`config.mk`:
```
export PLATFORM = sky130hd
export DESIGN_NAME = thermal_head_strobe_dwell_core
export DESIGN_NICKNAME = d
export VERILOG_FILES = /design/src/hw/rtl/thds_pkg.sv /design/src/hw/rtl/thds_front.sv /design/src/hw/rtl/thds_queue.sv /design/src/hw/rtl/thds_back.sv /design/src/hw/rtl/thermal_head_strobe_dwell_core.sv
export SDC_FILE = /design/constraint.sdc
export NUM_CORES = 1
export LEC_CHECK = 0
export ABC_AREA = 1
export BUFFER_PORTS_ARGS = -buffer_cell sky130_fd_sc_hd__clkbuf_2
export CAP_MARGIN = 10
export CORE_ASPECT_RATIO = 0.8
export CORE_MARGIN = 3
export CORE_UTILIZATION = 40
export CTS_CLUSTER_DIAMETER = 100
export DETAILED_ROUTE_END_ITERATION = 12
export HOLD_SLACK_MARGIN = 0.1
export PLACE_DENSITY_LB_ADDON = 0.25
export SYNTH_ARGS = -nofsm -noshare
export SYNTH_HDL_FRONTEND = slang
export SYNTH_SLANG_ARGS = --single-unit
```
`constraint.sdc`:
```
create_clock -name clk -period 6.4 [get_ports clk]
set_clock_uncertainty 0.2 [all_clocks]
set_input_delay 0.96 -clock clk [delete_from_list [all_inputs] [get_ports clk]]
set_output_delay 0.96 -clock clk [all_outputs]
set_load 0.02 [all_outputs]
```
`src/hw/rtl/thds_pkg.sv`:
```
// ----------------------------------------------------------------------------
// thds_pkg
// Shared types, register codes and helpers of the strobe dwell controller.
// ----------------------------------------------------------------------------
package thds_pkg;

	localparam int MAX_SEGMENTS = 4;
	localparam int DOT_W        = 11;

	typedef enum logic [3:0] {
		REG_DENSITY  = 4'd0,
		REG_BASE     = 4'd1,
		REG_MAX      = 4'd2,
		REG_SAG      = 4'd3
	} reg_idx_e;

	localparam logic [4:0] DENSITY_MAX = 5'd16;

	typedef struct packed {
		logic [7:0]  data_byte;
		logic        last_byte;
		logic [15:0] heat_scale;
	} in_item_t;

	typedef struct packed {
		logic [1:0]  segment;
		logic        fire;
		logic [9:0]  dwell_us;
		logic [11:0] line_total_us;
		logic        last_result;
	} out_item_t;

	typedef struct packed {
		logic [4:0] density;
		logic [9:0] base_dwell_us;
		logic [9:0] max_dwell_us;
		logic [9:0] sag_full_us;
	} cfg_t;

	typedef struct packed {
		logic [MAX_SEGMENTS-1:0][DOT_W-1:0] dots;
		logic [15:0]                        heat_scale;
	} line_desc_t;

	typedef enum logic [2:0] {
		ST_IDLE,
		ST_MUL1,
		ST_MUL2,
		ST_CLAMP,
		ST_SAG,
		ST_DIV,
		ST_EMIT
	} back_state_e;

	function automatic logic [3:0] popcount8(input logic [7:0] v);
		logic [3:0] n;
		n = '0;
		for (int i = 0; i < 8; i++) begin
			n = n + {3'b000, v[i]};
		end
		return n;
	endfunction

endpackage

```
`src/hw/rtl/thds_front.sv`:
```
// ----------------------------------------------------------------------------
// thds_front
// Counts set dots per head segment and hands a line descriptor downstream.
// ----------------------------------------------------------------------------
module thds_front #(
	parameter int HALF_BYTES = 78,
	parameter int SEGMENTS   = 2
) (
	input  logic                 clk,
	input  logic                 arst_n,
	input  logic                 accept,
	input  thds_pkg::in_item_t   item,
	output logic                 desc_push,
	output thds_pkg::line_desc_t desc
);
	import thds_pkg::*;

	localparam int SW = $clog2(SEGMENTS + 1);

	logic [SW-1:0] seg_q;
	logic [7:0]    pos_q;
	logic [MAX_SEGMENTS-1:0][DOT_W-1:0] count_q;
	logic [MAX_SEGMENTS-1:0][DOT_W-1:0] count_next;
	logic          in_head;
	logic [3:0]    ones;

	assign in_head = int'(seg_q) < SEGMENTS;
	assign ones    = popcount8(item.data_byte);

	always_comb begin
		count_next = count_q;
		for (int i = 0; i < MAX_SEGMENTS; i++) begin
			if (in_head && int'(seg_q) == i) begin
				count_next[i] = count_q[i] + {{(DOT_W-4){1'b0}}, ones};
			end
		end
	end

	always_ff @(posedge clk or negedge arst_n) begin
		if (!arst_n) begin
			seg_q   <= '0;
			pos_q   <= '0;
			count_q <= '0;
		end else if (accept) begin
			if (item.last_byte) begin
				seg_q   <= '0;
				pos_q   <= '0;
				count_q <= '0;
			end else begin
				count_q <= count_next;
				if (in_head) begin
					if (pos_q == 8'(HALF_BYTES - 1)) begin
						pos_q <= '0;
						seg_q <= seg_q + SW'(1);
					end else begin
						pos_q <= pos_q + 8'd1;
					end
				end
			end
		end
	end

	assign desc_push       = accept && item.last_byte;
	assign desc.dots       = count_next;
	assign desc.heat_scale = item.heat_scale;

endmodule

```
`src/hw/rtl/thds_queue.sv`:
```
// ----------------------------------------------------------------------------
// thds_queue
// Two-entry queue of line descriptors between the front and back parts.
// ----------------------------------------------------------------------------
module thds_queue (
	input  logic                 clk,
	input  logic                 arst_n,
	input  logic                 wr_en,
	input  thds_pkg::line_desc_t wr_data,
	input  logic                 rd_en,
	output thds_pkg::line_desc_t rd_data,
	output logic                 full,
	output logic                 avail
);
	import thds_pkg::*;

	line_desc_t mem_q [2];
	logic       wr_q;
	logic       rd_q;
	logic [1:0] cnt_q;

	always_ff @(posedge clk) begin
		if (wr_en) begin
			mem_q[wr_q] <= wr_data;
		end
	end

	always_ff @(posedge clk or negedge arst_n) begin
		if (!arst_n) begin
			wr_q  <= 1'b0;
			rd_q  <= 1'b0;
			cnt_q <= '0;
		end else begin
			if (wr_en) begin
				wr_q <= ~wr_q;
			end
			if (rd_en) begin
				rd_q <= ~rd_q;
			end
			cnt_q <= cnt_q + {1'b0, wr_en} - {1'b0, rd_en};
		end
	end

	assign rd_data = mem_q[rd_q];
	assign full    = cnt_q == 2'd2;
	assign avail   = cnt_q != 2'd0;

endmodule

```
`src/hw/rtl/thds_back.sv`:
```
// ----------------------------------------------------------------------------
// thds_back
// Computes each segment's dwell for a queued line and drives the result slot.
// ----------------------------------------------------------------------------
module thds_back #(
	parameter int HALF_BYTES = 78,
	parameter int SEGMENTS   = 2
) (
	input  logic                 clk,
	input  logic                 arst_n,
	input  thds_pkg::cfg_t       cfg,
	input  logic                 desc_avail,
	input  thds_pkg::line_desc_t desc,
	output logic                 desc_pop,
	output logic                 empty,
	input  logic                 pop,
	output thds_pkg::out_item_t  result
);
	import thds_pkg::*;

	// The sag product is divided by eight times HALF_BYTES: a shift by three,
	// then a multiplication by the rounded-up reciprocal of HALF_BYTES.
	localparam int RECIP_SHIFT = 26;
	localparam int RECIP       = ((1 << RECIP_SHIFT) + HALF_BYTES - 1) / HALF_BYTES;

	back_state_e state_q;
	back_state_e state_next;

	logic [14:0] prod1_q;
	logic [26:0] prod2_q;
	logic [9:0]  dbase_q;
	logic [1:0]  seg_q;
	logic [DOT_W-1:0] n_q;
	logic        fire_q;
	logic [20:0] rem_q;
	logic [9:0]  quo_q;
	logic [11:0] total_q;
	logic        out_valid_q;
	out_item_t   out_q;

	logic        slot_free;
	logic        load_out;
	logic        seg_last;
	logic [18:0] scaled;
	logic [44:0] sag_prod;
	logic [10:0] sum;
	logic [9:0]  dwell;
	logic [11:0] total_next;

	assign slot_free = !out_valid_q || pop;
	assign seg_last  = seg_q == 2'(SEGMENTS - 1);
	assign scaled    = prod2_q[26:8];
	assign sag_prod  = {27'b0, rem_q[20:3]} * {18'b0, 27'(RECIP)};
	assign sum       = {1'b0, dbase_q} + {1'b0, quo_q};

	always_comb begin
		if (!fire_q) begin
			dwell = '0;
		end else if (dbase_q == '0 || n_q == '0) begin
			dwell = dbase_q;
		end else if (sum > {1'b0, cfg.max_dwell_us}) begin
			dwell = cfg.max_dwell_us;
		end else begin
			dwell = sum[9:0];
		end
		total_next = total_q + {2'b00, dwell};
	end

	always_comb begin
		state_next = state_q;
		unique case (state_q)
			ST_IDLE:  if (desc_avail) state_next = ST_MUL1;
			ST_MUL1:  state_next = ST_MUL2;
			ST_MUL2:  state_next = ST_CLAMP;
			ST_CLAMP: state_next = ST_SAG;
			ST_SAG:   state_next = ST_DIV;
			ST_DIV:   state_next = ST_EMIT;
			ST_EMIT: begin
				if (slot_free) state_next = seg_last ? ST_IDLE : ST_SAG;
			end
			default:  state_next = ST_IDLE;
		endcase
	end

	always_comb begin
		load_out = 1'b0;
		desc_pop = 1'b0;
		unique case (state_q)
			ST_EMIT: begin
				load_out = slot_free;
				desc_pop = slot_free && seg_last;
			end
			default: begin
				load_out = 1'b0;
				desc_pop = 1'b0;
			end
		endcase
	end

	always_ff @(posedge clk or negedge arst_n) begin
		if (!arst_n) begin
			state_q     <= ST_IDLE;
			out_valid_q <= 1'b0;
		end else begin
			state_q <= state_next;
			if (load_out) begin
				out_valid_q <= 1'b1;
			end else if (pop) begin
				out_valid_q <= 1'b0;
			end
		end
	end

	always_ff @(posedge clk) begin
		unique case (state_q)
			ST_MUL1: prod1_q <= {5'b0, cfg.base_dwell_us} * {10'b0, cfg.density};
			ST_MUL2: prod2_q <= {15'b0, prod1_q[14:3]} * {11'b0, desc.heat_scale};
			ST_CLAMP: begin
				dbase_q <= (scaled > {9'b0, cfg.max_dwell_us}) ?
					cfg.max_dwell_us : scaled[9:0];
				seg_q   <= '0;
				total_q <= '0;
			end
			ST_SAG: begin
				n_q    <= desc.dots[seg_q];
				fire_q <= cfg.density != '0 && !(SEGMENTS == 2 && desc.dots[seg_q] == '0);
				rem_q  <= {11'b0, cfg.sag_full_us} * {10'b0, desc.dots[seg_q]};
			end
			ST_DIV: begin
				quo_q <= sag_prod[RECIP_SHIFT +: 10];
			end
			ST_EMIT: begin
				if (load_out) begin
					out_q.segment       <= seg_q;
					out_q.fire          <= fire_q;
					out_q.dwell_us      <= dwell;
					out_q.line_total_us <= total_next;
					out_q.last_result   <= seg_last;
					total_q             <= total_next;
					seg_q               <= seg_q + 2'd1;
				end
			end
			default: begin
			end
		endcase
	end

	assign empty  = !out_valid_q;
	assign result = out_q;

endmodule

```
`src/hw/rtl/thermal_head_strobe_dwell_core.sv`:
```
// ----------------------------------------------------------------------------
// thermal_head_strobe_dwell_core
// Counts dots per head segment over a line and issues one strobe dwell per
// segment after the line's last byte arrives.
// ----------------------------------------------------------------------------
// Channel   Handshake            Payload
// input     push / full          item   (thds_pkg::in_item_t)
// result    pop / empty          result (thds_pkg::out_item_t)
// config    cfg_valid/cfg_ready  cfg_index, cfg_data
//
// Line bytes are taken one per cycle while full is low; full rises only when
// two finished lines wait in the descriptor queue. Each line passes through
// scaling in the back end and then, per segment, the sag product, its
// reciprocal division and the result load. Reset is asynchronous; all counts
// and queues start empty, registers at their documented defaults. A stalled
// result holds the back end, and the queue then fills and stops the input.
// ----------------------------------------------------------------------------
module thermal_head_strobe_dwell_core #(
	parameter int HALF_BYTES = 78,
	parameter int SEGMENTS   = 2
) (
	input  logic                clk,
	input  logic                arst_n,
	input  logic                push,
	output logic                full,
	input  thds_pkg::in_item_t  item,
	output logic                empty,
	input  logic                pop,
	output thds_pkg::out_item_t result,
	input  logic                cfg_valid,
	output logic                cfg_ready,
	input  logic [3:0]          cfg_index,
	input  logic [15:0]         cfg_data
);
	import thds_pkg::*;

	cfg_t       cfg_q;
	logic       accept;
	logic       desc_push;
	logic       desc_pop;
	logic       desc_avail;
	line_desc_t desc_in;
	line_desc_t desc_out;

	assign cfg_ready = 1'b1;
	assign accept    = push && !full;

	always_ff @(posedge clk or negedge arst_n) begin
		if (!arst_n) begin
			cfg_q.density       <= 5'd8;
			cfg_q.base_dwell_us <= 10'd270;
			cfg_q.max_dwell_us  <= 10'd410;
			cfg_q.sag_full_us   <= 10'd0;
		end else if (cfg_valid && cfg_ready) begin
			unique case (cfg_index)
				REG_DENSITY: begin
					if (cfg_data[4:0] <= DENSITY_MAX) cfg_q.density <= cfg_data[4:0];
				end
				REG_BASE: cfg_q.base_dwell_us <= cfg_data[9:0];
				REG_MAX:  cfg_q.max_dwell_us  <= cfg_data[9:0];
				REG_SAG:  cfg_q.sag_full_us   <= cfg_data[9:0];
				default: begin
				end
			endcase
		end
	end

	thds_front #(
		.HALF_BYTES(HALF_BYTES),
		.SEGMENTS  (SEGMENTS)
	) u_front (
		.clk      (clk),
		.arst_n   (arst_n),
		.accept   (accept),
		.item     (item),
		.desc_push(desc_push),
		.desc     (desc_in)
	);

	thds_queue u_queue (
		.clk    (clk),
		.arst_n (arst_n),
		.wr_en  (desc_push),
		.wr_data(desc_in),
		.rd_en  (desc_pop),
		.rd_data(desc_out),
		.full   (full),
		.avail  (desc_avail)
	);

	thds_back #(
		.HALF_BYTES(HALF_BYTES),
		.SEGMENTS  (SEGMENTS)
	) u_back (
		.clk       (clk),
		.arst_n    (arst_n),
		.cfg       (cfg_q),
		.desc_avail(desc_avail),
		.desc      (desc_out),
		.desc_pop  (desc_pop),
		.empty     (empty),
		.pop       (pop),
		.result    (result)
	);

endmodule

```
==> key figures <==
Run status
  – Status: completed

Placed design
  – IO buf count: 71
  – Routability cong.: ~0.91
  – Final HPWL DP: 63430 µm

Global routing
  – GRT overflow: 0
  – Number of antenna violations at the first check in global routing: 1
  – Vias in the first global route: 23190
  – First-pass GRT wire length: between 100000 and 150000 µm
  – Overall global routing resource usage: roughly a fifth
  – Largest net degree at the start of global routing: 55

Routing
  – DR pass1 iterations: 6
  – Via count: roughly 23000
  – DRC Markers: 0
  – WL final: between 70000 and 80000 µm
  – DR iter-0 viols: 1651
  – Via/cell ratio: 4.953
  – Routed WL per cell: 16.46 µm
  – Post-route ant nets: 0

Yosys
  – Synth top area share: ~23%
  – Post-synth EDFFs: approximately 240
  – Register area share after synthesis: 30.30%
  – Yosys reg bits: 338
  – Synth area leaders: edfxtp_1 23%, fa_1 20%, ha_1 14%, inv_1 8.8%, nand2_1 7.7%
  – Post-Syn Area: approximately 0.032 mm²
  – Asr flop ratio synth: between 20% and 30%
  – Mean Syn Cell Area: ~9.0 µm²
  – Post-synthesis cell count: between 3000 and 4000
  – Syn. warnings: 0
  – Mapped Nets: 4286
  – Yosys top cell by area: edfxtp_1
  – Ys flop type: edfxtp_1
  – Yosys cell types: about 60

Die
  – Horiz. Die Dim: between 300 and 400 µm
  – Die area: about 0.083 mm²
  – Row count: just over 90
  – Core area: 0.07897 mm²
  – I/O Pins: ~80
  – Die Y: 258.7 µm
  – Starting density of the core: ~40%

CTS
  – Worst-skew pair later-pin latency: between 500 and 600 ps
  – H-Tree Depth: 2
  – Clock sink total: 338
  – # hold bufs at CTS: 0
  – Root Driver: clkbuf_16
  – CTS max path bufs: 3
  – CTS tree: built
  – Post-CTS setup buffer count: 0
  – Clock transition at path regs: around 60 ps
  – TritonCTS Buffers: 39

Timing
  – Fin Setup TNS: 0 ps
  – Slew @ Worst Pin: around 1200 ps
  – Slew headroom: 21.64%
  – # setup viols final: 0
  – Final min period: about 6100 ps
  – Final period util: between 90% and 100%
  – Slew Limit Fails: 0
  – Final Hold Viols: 0
  – F_max: 163.8 MHz
  – RSZ-0062 raised after global routing: no

Worst setup path
  – Critical path launch point type: flop
  – Critical path endpoint category: flop
  – Worst r2r src: u_queue.rd_q$_DFFE_PN0P_
  – Critical path arrival: between 6000 and 7000 ps
  – Reg-to-Reg End: u_back.rem_q[18]$_DFFE_PN_
  – Crit Path Class: reg -> reg
  – Reg2Reg Setup Slack: 290 ps
  – Max FO, Critical Path: 17
  – Critical Path RT: 6530 ps
  – R2r worst-path depth: 25

Min path
  – HP Class: in -> async

Run
  – Max-cap check violation count: 0

Layout
  – Layout cells sized above 1: ~7.7%
  – Nets: 4399
  – Syn-to-layout area delta: 9.986%
  – Ant. Diodes: 0
cell type report:
type | instances | area (µm²)
Clock inverter | 20 | 197.7
Tap cell | 1034 | 1294
Inverter | 775 | 2919
Clock buffer | 51 | 1071
Sequential cell | 338 | 9678
Fill cell | 7841 | 43840
Multi-Input combinational cell | 2382 | 19070
Timing Repair Buffer | 137 | 894.6
state kept, by name, indices dropped and copies added, names as in the netlist:
| register | count |
|---|---|
| u_back.fire_q | 1 |
| u_back.dbase_q | 10 |
| u_back.prod1_q | 12 |
| u_queue.rd_q | 1 |
| u_queue.wr_q | 1 |
| u_back.state_q | 3 |
| u_back.rem_q | 18 |
| u_back.seg_q | 2 |
| u_back.quo_q | 10 |
| u_queue.mem_q | 120 |
| u_back.result | 26 |
| u_back.n_q | 11 |
| cfg_q | 35 |
| u_back.out_valid_q | 1 |
| u_front.pos_q | 8 |
| u_front.seg_q | 2 |
| u_back.total_q | 12 |
| u_back.prod2_q | 19 |
| u_queue.cnt_q | 2 |
| u_front.count_q | 44 |
cells in the final DEF (no fill, tap or decap), types with 7 or more instances in the layout:
cell type	instances
inv_1	752
nand2_1	658
ha_1	351
fa_1	325
nor2_1	305
edfxtp_1	241
o21ai_0	164
a21oi_1	123
nand3_1	93
dfrtp_1	86
xor2_1	77
clkbuf_2	70
buf_4	63
clkbuf_16	39
nor3_1	34
nand4_1	30
or2_2	27
xnor2_1	21
o211ai_1	17
o22ai_1	16
o21ai_1	15
nor4_1	15
clkinv_1	14
a21o_1	12
a31oi_1	10
dfstp_2	10
inv_2	9
o21ai_2	9
nand2_2	8
o21bai_1	8
a22o_1	8
clkbuf_1	7
logic make-up after synthesis:
logic type / Yosys count / share of synthesized area (%)
AND/OR/NAND/NOR: 1195 / 15.40
buffers and inverters: 840 / 10.13
adder cells (fa/ha/maj): 676 / 34.12
AO/OA/AOI/OAI: 412 / 7.349
flip-flops: 338 / 30.30
XOR/XNOR: 98 / 2.687
other: 1 / 0.01174
cells in the mapped netlist, drive strengths merged, types with 11 or more instances:
cell	count
xor2	77
ha	351
a21o	12
o211ai	17
dfrtp	87
xnor2	21
o21ai	188
nor2	313
edfxtp	241
nand2	667
clkinv	11
nand4	30
clkbuf	43
or2	28
nor3	35
o22ai	17
inv	764
nand3	96
fa	325
nor4	15
buf	22
a21oi	125
routing by layer:
layer	track usage, %	vias to the layer above	wire length [µm]
li1	-	11490	-
met1	30.11	11310	39490
met2	27.37	604	31780
met3	3.935	64	5674
met4	3.255	2	1001
met5	0	-	13
through the flow:
stage | std cells | util (%) | setup WS (ps) | instance area [µm²] | hold slack (ps)
3_3_place_gp | 4666 | 42.85 | 248.3 | 33840 | 289.2
6_report | 4737 | 44.48 | 293.6 | 35130 | 187.2
5_1_grt | 4737 | 44.48 | 3.518 | 35130 | 207.5
4_1_cts | 4737 | 44.45 | 177.5 | 35100 | 179.2
3_5_place_dp | 4666 | 42.85 | 203.6 | 33840 | 303.1
2_1_floorplan | 3560 | - | 505.7 | 31940 | 234.9
worst max-delay path, stage by stage (launching register included):
cell      delay [ps]
dfrtp_2          460
inv_6            170
buf_12           170
nor2_1            50
o211ai_1         330
nand2_1          130
inv_1            190
nand2_1          100
fa_1             520
inv_1             60
fa_1             490
inv_1             50
fa_1             520
inv_1             50
fa_1             470
inv_1             50
fa_1             470
inv_1             40
ha_1             280
nand2_1           60
nor2_1           170
inv_1             70
o21ai_1          250
a21oi_1          150
o21ai_0          240
xor2_1           110
how the worst max path moves through the flow:
stage / from / cells after the start / slack [ps] / end
2_1_floorplan: u_queue.rd_q$_DFFE_PN0P_ / 29 / 510 / u_back.prod2_q[23]$_DFFE_PP_
3_5_place_dp: u_queue.rd_q$_DFFE_PN0P_ / 26 / 200 / u_back.prod2_q[23]$_DFFE_PP_
6_report: u_queue.rd_q$_DFFE_PN0P_ / 25 / 290 / u_back.rem_q[18]$_DFFE_PN_
4_1_cts: u_queue.rd_q$_DFFE_PN0P_ / 26 / 180 / u_back.prod2_q[23]$_DFFE_PP_
3_3_place_gp: u_queue.rd_q$_DFFE_PN0P_ / 26 / 250 / u_back.prod2_q[23]$_DFFE_PP_
5_1_grt: u_queue.rd_q$_DFFE_PN0P_ / 26 / 4 / u_back.rem_q[18]$_DFFE_PN_
timing repair:
| item | 4_1_cts | 5_1_grt |
|---|---|---|
| resized for setup | 0 | 11 |
| setup endpoints to repair | 0 | 8 |
| hold endpoints to repair | 0 | 0 |
Power is left out: the tool's default activity adds up to more than one toggle a clock period on the data nets, which glitch-free logic cannot reach.
